[config.mk]
export PLATFORM = sky130hd
export DESIGN_NAME = dmrc_ctrl
export DESIGN_NICKNAME = d
export VERILOG_FILES = /design/src/rtl/dmrc_pkg.sv /design/src/rtl/dmrc_ctrl.sv
export SDC_FILE = /design/constraint.sdc
export NUM_CORES = 1
export LEC_CHECK = 0
export BUFFER_PORTS_ARGS = -buffer_cell sky130_fd_sc_hd__clkbuf_2
export CAP_MARGIN = 20
export CORE_AREA = 2 2 39 41
export CTS_BUF_LIST = sky130_fd_sc_hd__clkbuf_2 sky130_fd_sc_hd__clkbuf_4 sky130_fd_sc_hd__clkbuf_8
export DETAILED_ROUTE_END_ITERATION = 6
export DIE_AREA = 0 0 41 43
export PLACE_DENSITY_LB_ADDON = 0.25
export SLEW_MARGIN = 10
export SYNTH_ARGS = -nofsm -noshare
export SYNTH_HDL_FRONTEND = slang
export SYNTH_SLANG_ARGS = --single-unit
[constraint.sdc]
create_clock -name clk -period 1.81 [get_ports clk]
set_input_delay 0.362 -clock clk [delete_from_list [all_inputs] [get_ports clk]]
set_output_delay 0.362 -clock clk [all_outputs]
set_load 0.005 [all_outputs]
[src/rtl/dmrc_pkg.sv]
// Shared types and constants for the direct-mapped read cache.
package dmrc_pkg;

	localparam int ADDR_W   = 24;
	localparam int DATA_W   = 32;
	localparam int CMD_W    = 2;
	localparam int STATUS_W = 3;

	typedef enum logic [CMD_W-1:0] {
		CMD_READ  = 2'd0,
		CMD_FILL  = 2'd1,
		CMD_INVAL = 2'd2
	} cmd_t;

	typedef enum logic [STATUS_W-1:0] {
		ST_HIT   = 3'd0,
		ST_MISS  = 3'd1,
		ST_TAKEN = 3'd2,
		ST_DONE  = 3'd3,
		ST_INVAL = 3'd4,
		ST_ERROR = 3'd5
	} status_t;

	typedef enum logic [2:0] {
		RK_LOOKUP,
		RK_TAKEN,
		RK_DONE,
		RK_INVAL,
		RK_ERROR
	} kind_t;

	typedef enum logic [2:0] {
		S_SWEEP,
		S_IDLE,
		S_ISSUE,
		S_FILL_RD,
		S_EMIT
	} state_t;

	typedef struct packed {
		logic  in_ready;
		logic  lookup_rd;
		logic  fill_wr;
		logic  fill_rd;
		logic  sweep_wr;
		logic  emit_load;
		kind_t kind;
	} ctl_cmd_t;

	typedef struct packed {
		logic             in_valid;
		logic [CMD_W-1:0] cmd;
		logic             fill_pending;
		logic             fill_last;
		logic             sweep_last;
		logic             out_free;
	} ctl_status_t;

endpackage

[src/rtl/dmrc_ctrl.sv]
// Controller state machine of the cache: sequences lookups, fills, results and clearing.
module dmrc_ctrl (
	input  logic                  clk,
	input  logic                  arst_n,
	input  dmrc_pkg::ctl_status_t sts,
	output dmrc_pkg::ctl_cmd_t    ctl
);
	import dmrc_pkg::*;

	state_t state_q, state_d;
	kind_t  kind_q, kind_d;

	always_ff @(posedge clk or negedge arst_n) begin
		if (!arst_n) begin
			state_q <= S_SWEEP;
			kind_q  <= RK_ERROR;
		end else begin
			state_q <= state_d;
			kind_q  <= kind_d;
		end
	end

	always_comb begin
		state_d       = state_q;
		kind_d        = kind_q;
		ctl           = '0;
		ctl.kind      = kind_q;
		case (state_q)
			S_SWEEP: begin
				ctl.sweep_wr = 1'b1;
				if (sts.sweep_last) begin
					state_d = S_IDLE;
				end
			end
			S_IDLE: begin
				ctl.in_ready = 1'b1;
				if (sts.in_valid) begin
					state_d = S_ISSUE;
				end
			end
			S_ISSUE: begin
				state_d = S_EMIT;
				kind_d  = RK_ERROR;
				case (sts.cmd)
					CMD_READ: begin
						if (!sts.fill_pending) begin
							ctl.lookup_rd = 1'b1;
							kind_d        = RK_LOOKUP;
						end
					end
					CMD_FILL: begin
						if (sts.fill_pending) begin
							ctl.fill_wr = 1'b1;
							if (sts.fill_last) begin
								kind_d  = RK_DONE;
								state_d = S_FILL_RD;
							end else begin
								kind_d = RK_TAKEN;
							end
						end
					end
					CMD_INVAL: begin
						kind_d = RK_INVAL;
					end
					default: begin
						kind_d = RK_ERROR;
					end
				endcase
			end
			S_FILL_RD: begin
				ctl.fill_rd = 1'b1;
				state_d     = S_EMIT;
			end
			S_EMIT: begin
				if (sts.out_free) begin
					ctl.emit_load = 1'b1;
					state_d       = (kind_q == RK_INVAL) ? S_SWEEP : S_IDLE;
				end
			end
			default: begin
				state_d = S_SWEEP;
			end
		endcase
	end

endmodule

==> key figures, run 1 <==
Die
  • Core Region: 1380 sq um
  • Die area: 1760 sq um
  • DIE HEIGHT: 43 um
  • DIE WIDTH: 41 um
  • Cell Rows: 14
  • Io pins: 18
  • Starting Density: 0.313

Place
  • Port Buffers: 17
  • Setup slack at placement: 0.362 ns
  • Global placement routability congestion: 0.703
  • Post-DP HPWL: 685 um

Critical path
  • CP required: 1.45 ns
  • Worst setup path start: state_q[0]
  • Critical Path End Type: output pin
  • Crit path largest cell delay: 0.46 ns
  • Worst Path Arrival: 1.32 ns
  • Crit Path Class: register to output pin
  • Worst setup SP type: register
  • R2r startpoint: state_q[2]
  • Slowest stage cell, crit path: dfrtp_2
  • Critical path peak fanout: 9
  • Crit-path cells: nor3b_4, nor4b_4, clkbuf_2

Hold path
  • Hold WC Path Type: input port to register
  • Hold Path Origin: sts[0]

Global routing
  • Gr ovfl total: 0
  • Largest net degree at the start of global routing: 10
  • Vias in the first global route: 363
  • Total Routing Usage GR: 0.129
  • Initial antenna violation count: 0
  • First-pass GRT wire length: 1.53 mm

Power and ir drop
  • Share of power burned in the clock network: 0.169
  • Power Density: 1550 nW/um^2
  • Sw frac: 0.384
  • Int Pwr: 556 uW
  • Seq pwr share: 0.348
  • Worst vdd ir: 0.000606 V
  • Leak: 0.267 nW
  • Comb pwr share: 0.483
  • Sw Pwr: 347 uW

STA
  • Period utilisation layout: 0.928
  • Final worst setup slack: 0.131 ns
  • Highest clock rate: 596 MHz
  • Final setup viols: 0
  • RSZ-0062 raised after global routing: no
  • Final Hold Viols: 0
  • Setup TNS: 0 ns
  • Minimum clock period: 1.68 ns
  • Max-slew violation count: 0
  • Setup Skew: 0.0105 ns
  • Slew headroom: 0.809
  • Worst Tran Pin Value: 0.287 ns

Logic synthesis
  • Yosys cell types: 25
  • Yosys reg bits: 6
  • Cell Area, Synth: 433 sq um
  • Synth Area per Inst: 10.1 sq um
  • Seq/Total Area, Yosys: 0.350
  • Syn nets: 52
  • Syn. warnings: 0
  • Syn Inst Count: 43

Drt
  • Post-route ant nets: 0
  • Wire length per cell: 10.5 um
  • Drc violations: 0
  • Drt initial violations: 6
  • Vias per cell: 4.90
  • Vias: 397
  • Routed WL: 854 um
  • Pre-antenna DRT Iters: 4

Outcome
  • Status: complete, no violations

Clock network
  • CTS H-tree depth: 1
  • CTS buffer count: 3
  • CTS Root Cell: clkbuf_4
  • Skew-Pair Late Insertion Delay: 0.25 ns
  • CTS clock-pin slew for the worst setup and hold paths: 0.05 ns
  • Maximum clock path buffer count: 2
  • Clock sinks: 6
  • CTS tree: built
  • # Post-CTS Setup Buffers: 0

Layout
  • N_diodes: 0
  • Most common cell after layout, fill and taps aside: clkbuf_2
  • Layout cells sized above 1: 0.569
  • Most frequent cells in the layout: 17 x clkbuf_2, 6 x nor2_1, 5 x a21oi_1, 4 x inv_1, 4 x clkbuf_4
  • Area grow syn2layout: 35.0%
  • Fin util: 0.422
  • Final nets: 75

Flow run
  • Number of max-cap violations: 0
-- state kept, by name, indices dropped and copies added (netlist names) --
signal / count
kind_q: 3
state_q: 3
-- path summary, 6_finish.rpt --
check	endpoint	slack [ns]	depth (start not counted)
worst max-delay path	ctl[7]	0.13	3
worst min-delay path	state_q[2]	0.29	2
worst max register to register	state_q[0]	0.62	3
worst min register to register	kind_q[2]	0.51	2
max in group asynchronous	kind_q[2]	1.10	2
min in group asynchronous	state_q[2]	0.47	2
-- layer usage --
| layer | global-route usage | vias to the layer above | share of wire |
|---|---|---|---|
| met3 | 0.0314 | 2 | 0.025 |
| li1 | - | 199 | - |
| met4 | 0.0800 | 0 | 0.014 |
| met1 | 0.176 | 186 | 0.44 |
| met5 | 0 | - | 0 |
| met2 | 0.175 | 10 | 0.52 |
-- critical path: cells and delay by family (launching register included) --
kind	cells	cell delay, ns
buffers and inverters	1	0.14
flip-flops	1	0.46
AND/OR/NAND/NOR	2	0.47
-- cells in the mapped netlist, drive strengths merged --
library cell,instances,area (sq um)
a21oi,5,25.0
buf,2,12.5
nor3,1,5.00
and4bb,1,12.5
nor2b,2,12.5
xnor2,1,8.76
o2bb2ai,1,15.0
nor2,6,22.5
nor3b,2,26.3
a2bb2oi,1,8.76
o32ai,1,8.76
inv,4,15.0
nor4b,1,23.8
dfrtp,5,125
a21o,1,8.76
and3,2,15.0
a221oi,1,15.0
nand4b,1,8.76
dfstp,1,26.3
nand3b,1,7.51
a22oi,1,12.5
nand2,1,3.75
and4b,1,13.8
-- what timing repair did --
| action | in CTS | in global routing |
|---|---|---|
| endpoints found under the setup margin | 0 | 1 |
| hold buffers | 1 | 0 |
| gates resized for setup | 0 | 3 |
| hold endpoints to repair | 5 | 0 |
-- power by group through the flow --
stage          clock, mW  sequential [mW]  combinational, mW
4_1_cts            0.156            0.310              0.443
2_1_floorplan          0            0.252              0.345
5_1_grt            0.169            0.332              0.489
3_3_place_gp           0            0.309              0.442
6_report           0.152            0.314              0.437
3_5_place_dp           0            0.312              0.438
-- logic make-up after synthesis --
kind of cell / share of synthesized area
AO/OA/AOI/OAI: 0.217
flip-flops: 0.350
buffers and inverters: 0.0636
AND/OR/NAND/NOR: 0.350
XOR/XNOR: 0.0202
-- through the flow --
stage	instances	hold slack, ns	area, sq um	power (mW)
2_1_floorplan	43	0.0664	433	0.597
3_3_place_gp	76	0.197	541	0.751
3_5_place_dp	76	0.195	541	0.750
4_1_cts	81	0.302	581	0.908
5_1_grt	81	0.301	584	0.991
6_report	81	0.295	584	0.903
-- area by class of cell --
type	instances	area, sq um
Clock buffer	4	30.0
Fill cell	139	800
Inverter	4	15.0
Multi-Input combinational cell	31	254
Sequential cell	6	155
Tap cell	16	20.0
Timing Repair Buffer	20	110
No activity file was read; power rests on OpenSTA's default activity.
==> inputs of run 2 (changes only) <==
- CTS_BUF_LIST: sky130_fd_sc_hd__clkbuf_2 sky130_fd_sc_hd__clkbuf_4 sky130_fd_sc_hd__clkbuf_8 -> default
==> key figures, run 2 (synthesis results as in run 1) <==
Clock network
  • Skew-Pair Late Insertion Delay: 0.25 ns (about the same)
  • Clock sinks: 6 (unchanged)
  • Maximum clock path buffer count: 2 (unchanged)
  • CTS H-tree depth: 1 (unchanged)
  • CTS Root Cell: clkbuf_4
  • CTS clock-pin slew for the worst setup and hold paths: 0.05 ns (about the same)
  • CTS tree: built
  • CTS buffer count: 3 (unchanged)

Drt
  • Drt initial violations: 6 (unchanged)
  • Pre-antenna DRT Iters: 4 (unchanged)
  • Vias: 397 (unchanged)
  • Drc violations: 0 (unchanged)
  • Wire length per cell: 10.6 um (+0.12%)
  • Post-route ant nets: 0 (unchanged)
  • Routed WL: 855 um (+0.12%)
  • Vias per cell: 4.90 (unchanged)

STA
  • Highest clock rate: 596 MHz (about the same)
  • Max-slew violation count: 0 (unchanged)
  • Final worst setup slack: 0.131 ns (-0.0000150 ns)
  • Minimum clock period: 1.68 ns (+0.0000150 ns)
  • RSZ-0062 raised after global routing: no
  • Setup Skew: 0.0105 ns (+0.0000428 ns)
  • Worst Tran Pin Value: 0.287 ns (-0.000000238 ns)
  • Setup TNS: 0 ns (unchanged)
  • Period utilisation layout: 0.928 (about the same)
  • Slew headroom: 0.809 (unchanged)
  • WHS: 0.294 ns (-0.0000540 ns)
  • Final Hold Viols: 0 (unchanged)
  • Final setup viols: 0 (unchanged)

Layout
  • Area grow syn2layout: 34.1%
  • Most frequent cells in the layout: 17 x clkbuf_2, 6 x nor2_1, 5 x a21oi_1, 4 x inv_1
  • Final nets: 75 (unchanged)
  • Layout cells sized above 1: 0.554 (-0.0154)
  • Fillers: 141 (+1.4%)
  • Area occupied by multi-input gates: 254 sq um (unchanged)
  • N_diodes: 0 (unchanged)
  • Regs by FF count: kind_q x3, state_q x3
  • Sequential Area: 155 sq um (unchanged)
  • Most common cell after layout, fill and taps aside: clkbuf_2

Global routing
  • First-pass GRT wire length: 1.53 mm (unchanged)
  • Gr ovfl total: 0 (unchanged)
  • Initial antenna violation count: 0 (unchanged)
  • Vias in the first global route: 363 (unchanged)
  • Total Routing Usage GR: 0.129 (unchanged)
  • Largest net degree at the start of global routing: 10 (unchanged)

Place
  • Post-DP HPWL: 685 um (unchanged)
  • Global placement routability congestion: 0.703 (unchanged)
  • Setup slack at placement: 0.362 ns (unchanged)
  • Port Buffers: 17 (unchanged)

Critical path
  • R2r startpoint: state_q[2]
  • Critical path's top delay family: simple AND/OR/NAND/NOR gates
  • Worst setup SP type: register
  • Crit Path Class: register to output pin
  • Crit-path cells: nor3b_4, nor4b_4, clkbuf_2
  • Worst Path Arrival: 1.32 ns (about the same)
  • Flop-to-flop setup slack: 0.62 ns (about the same)
  • Crit path largest cell delay: 0.46 ns (about the same)
  • Worst setup path start: state_q[0]
  • Slowest stage cell, crit path: dfrtp_2
  • CP required: 1.45 ns (about the same)
  • WP buf/inv: 1 (unchanged)
  • Critical Path End Type: output pin
  • Critical path peak fanout: 9 (unchanged)

Die
  • Die area: 1760 sq um (unchanged)
  • Io pins: 18 (unchanged)
  • DIE WIDTH: 41 um (unchanged)
  • Core Region: 1380 sq um (unchanged)
  • Cell Rows: 14 (unchanged)
  • DIE HEIGHT: 43 um (unchanged)
  • Starting Density: 0.313 (unchanged)

Hold path
  • Hold WC Path Type: input port to register
  • Hold Path Origin: sts[0]

Power and ir drop
  • Leak: 0.263 nW (-1.3%)
  • Comb pwr share: 0.492 (+0.009)
  • Sw frac: 0.391 (+0.00650)
  • Worst vdd ir: 0.000606 V (about the same)
  • Sw Pwr: 347 uW (about the same)
  • Int Pwr: 541 uW (-2.7%)
  • Share of power burned in the clock network: 0.155 (-0.014)
  • Power Density: 1530 nW/um^2 (-1.0%)
  • Seq pwr share: 0.354 (+0.006)

Flow run
  • Number of max-cap violations: 0 (unchanged)

Outcome
  • Status: complete, no violations
==> run 2: cell counts in the layout (fill, tap and decap cells not counted) <==
No cell type changed its count.
==> run 2: per-stage QoR <==
stage / total power [mW] / cells / area [sq um] / utilization
after detailed placement: 0.750 / 76 / 541 / 0.391
after global placement: 0.751 / 76 / 541 / 0.391
after CTS: 0.893 / 81 / 577 / 0.417
final: 0.888 / 81 / 581 / 0.420
after floorplan: 0.597 / 43 / 433 / -
after global routing: 0.976 / 81 / 581 / 0.420
==> run 2: worst reg2reg max path: stages, from the launching register on <==
cell,delay [ns]
dfrtp_2,0.47
and4bb_2,0.26
a221oi_2,0.25
o2bb2ai_2,0.09
==> run 2: cell type report <==
cell class / count / share of cell area
sequential: 6 / 0.267
clock buffer: 4 / 0.0453
tap: 16 / 0.0345
inverter: 4 / 0.0259
timing repair buffer: 20 / 0.190
multi-input combinational: 31 / 0.438
==> run 2: metal layers <==
| metal | GRT usage | wire (um) | vias to the layer above |
|---|---|---|---|
| met1 | 0.176 | 377 | 186 |
| li1 | - | - | 199 |
| met5 | 0 | 0 | - |
| met2 | 0.175 | 443 | 10 |
| met3 | 0.0314 | 21 | 2 |
| met4 | 0.0800 | 12 | 0 |
==> run 2: power by group through the flow <==
stage | Sequential [mW] | Combinational, mW | Clock (mW)
floorplan | 0.252 | 0.345 | 0
global placement | 0.309 | 0.442 | 0
detailed placement | 0.312 | 0.438 | 0
CTS | 0.310 | 0.443 | 0.141
global route | 0.332 | 0.489 | 0.154
finish | 0.314 | 0.437 | 0.137
==> run 2: worst paths after layout <==
path | cells after the start | to
worst min-delay path | 2 | state_q[2]
worst max register to register | 3 | state_q[0]
worst min register to register | 2 | kind_q[2]
worst max-delay path | 3 | ctl[7]
min in group asynchronous | 2 | state_q[2]
max in group asynchronous | 2 | kind_q[2]
==> run 2: timing repair <==
action	4_1_cts	5_1_grt
endpoints found under the setup margin	0	1
endpoints found under the hold margin	5	0
gates resized for setup	0	3
hold buffers	1	0
setup buffers	0	0
==> inputs of run 3 (changes only) <==
- PLACE_DENSITY: default -> 0.64
- PLACE_DENSITY_LB_ADDON: 0.25 -> default
==> key figures, run 3 (synthesis results as in run 1) <==
Global routing
  • Met3 Track Usage GR: 0.0838 (+0.0524)
  • Largest net degree at the start of global routing: 10 (unchanged)
  • Grt met1 use: 0.138 (-0.0383)
  • First-pass GRT wire length: 1.40 mm (-8.6%)
  • Total Routing Usage GR: 0.122 (-0.00682)
  • Gr ovfl total: 0 (unchanged)
  • Initial antenna violation count: 0 (unchanged)
  • Vias in the first global route: 341 (-6.1%)
  • Grt met2 use: 0.175 (unchanged)
  • Most used routing layer: met2

Layout
  • Sequential Area: 151 sq um (-2.4%)
  • Area grow syn2layout: 32.7%
  • Area occupied by multi-input gates: 259 sq um (+2.0%)
  • Fin util: 0.415 (-0.00452)
  • N_diodes: 0 (unchanged)
  • Most common cell after layout, fill and taps aside: clkbuf_2
  • Layout cells sized above 1: 0.516 (-0.0382)
  • Most frequent cells in the layout: 17 x clkbuf_2, 6 x nor2_1, 5 x a21oi_1, 5 x dfrtp_1, 4 x inv_1
  • Fillers: 148 (+5.0%)
  • Final nets: 74 (-1.3%)
  • Non-Filler Instances: 80 (-1.2%)
  • Finished layout cell area: 574 sq um (-1.1%)
  • Regs by FF count: kind_q x3, state_q x3

Clock network
  • CTS Root Cell: clkbuf_4
  • CTS H-tree depth: 1 (unchanged)
  • Clock sinks: 6 (unchanged)
  • # Post-CTS Setup Buffers: 0 (unchanged)
  • CTS tree: built
  • Skew-Pair Late Insertion Delay: 0.25 ns (about the same)
  • CTS buffer count: 3 (unchanged)
  • Maximum clock path buffer count: 2 (unchanged)
  • CTS clock-pin slew for the worst setup and hold paths: 0.05 ns (about the same)

Power and ir drop
  • Pwr Total: 878 uW (-1.2%)
  • Leak: 0.266 nW (+0.86%)
  • Power Density: 1530 nW/um^2 (about the same)
  • Worst vdd ir: 0.000726 V (+20%)

Die
  • Die area: 1760 sq um (unchanged)
  • Core Region: 1380 sq um (unchanged)
  • Io pins: 18 (unchanged)
  • DIE HEIGHT: 43 um (unchanged)
  • Cell Rows: 14 (unchanged)
  • DIE WIDTH: 41 um (unchanged)
  • Starting Density: 0.313 (unchanged)

Drt
  • Vias: 379 (-4.5%)
  • Vias per cell: 4.74 (-3.3%)
  • Wire length per cell: 11.5 um (+8.7%)
  • Routed WL: 918 um (+7.4%)
  • Drt initial violations: 11 (+5)
  • Drc violations: 0 (unchanged)
  • Pre-antenna DRT Iters: 3 (-1)
  • Post-route ant nets: 0 (unchanged)

STA
  • WHS: 0.319 ns (+0.0250 ns)
  • Slew headroom: 0.781 (-0.0278)
  • RSZ-0062 raised after global routing: no
  • Final Hold Viols: 0 (unchanged)
  • Final setup viols: 0 (unchanged)
  • Period utilisation layout: 0.935 (+0.00746)
  • Setup Skew: 0.00323 ns (-0.00732 ns)
  • Minimum clock period: 1.69 ns (+0.0135 ns)
  • Setup TNS: 0 ns (unchanged)
  • Highest clock rate: 591 MHz (-0.80%)
  • Max-slew violation count: 0 (unchanged)
  • Final worst setup slack: 0.117 ns (-0.0135 ns)
  • Worst Tran Pin Value: 0.328 ns (+0.0417 ns)

Critical path
  • Critical Path End Type: output pin
  • Crit Path Class: register to output pin
  • Worst Path Arrival: 1.33 ns (about the same)
  • CP required: 1.45 ns (about the same)
  • Critical path peak fanout: 8 (-1)
  • Worst setup SP type: register

Outcome
  • Status: complete, no violations

Hold path
  • Hold WC Path Type: input port to register

Place
  • Inst Count DP: 75 (-1.3%)
  • Port Buffers: 17 (unchanged)
  • Post-DP HPWL: 749 um (+9.3%)
  • Setup slack at placement: 0.299 ns (-0.0638 ns)
  • Placed inst area: 533 sq um (-1.4%)
  • Global placement routability congestion: 0.700 (-0.41%)

Flow run
  • Number of max-cap violations: 0 (unchanged)
[run 3: cell types whose count changed in the layout (fill, tap and decap cells not counted), sizes merged]
cell  change
buf       -1
[run 3: final timing paths]
check	from	to	slack (ns)	cells after the start
max in group asynchronous	arst_n	kind_q[2]	1.11	2
max	state_q[1]	ctl[7]	0.12	3
min reg2reg	kind_q[2]	kind_q[2]	0.51	2
max reg2reg	state_q[0]	state_q[0]	0.55	3
min	sts[0]	state_q[2]	0.32	2
min in group asynchronous	arst_n	state_q[1]	0.47	2
[run 3: what timing repair did]
action                                  4_1_cts  5_1_grt
endpoints found under the setup margin        0        1
endpoints found under the hold margin         5        0
gates resized for setup                       0        1
hold buffers                                  1        0
[run 3: layer usage]
metal,vias to the layer above,wire (um),part of all wire
li1,199,-,-
met1,175,390,0.42
met5,-,0,0
met2,5,496,0.54
met3,0,30,0.033
met4,0,0,0
[run 3: power breakdown]
| group | switching [mW] | internal [mW] |
|---|---|---|
| Clock | 0.0543 | 0.0839 |
| Combinational | 0.195 | 0.229 |
| Sequential | 0.107 | 0.208 |
| Total | 0.357 | 0.521 |
[run 3: final cells by class]
class                      count  area share
multi-input combinational     31       0.451
sequential                     6       0.264
timing repair buffer          19       0.179
clock buffer                   4      0.0458
tap                           16      0.0349
inverter                       4      0.0261
[run 3: critical path: stages, from the launching register on]
cell and delay (ns):
dfrtp_1 0.48, nor3b_4 0.25, nor4b_4 0.21, clkbuf_2 0.14
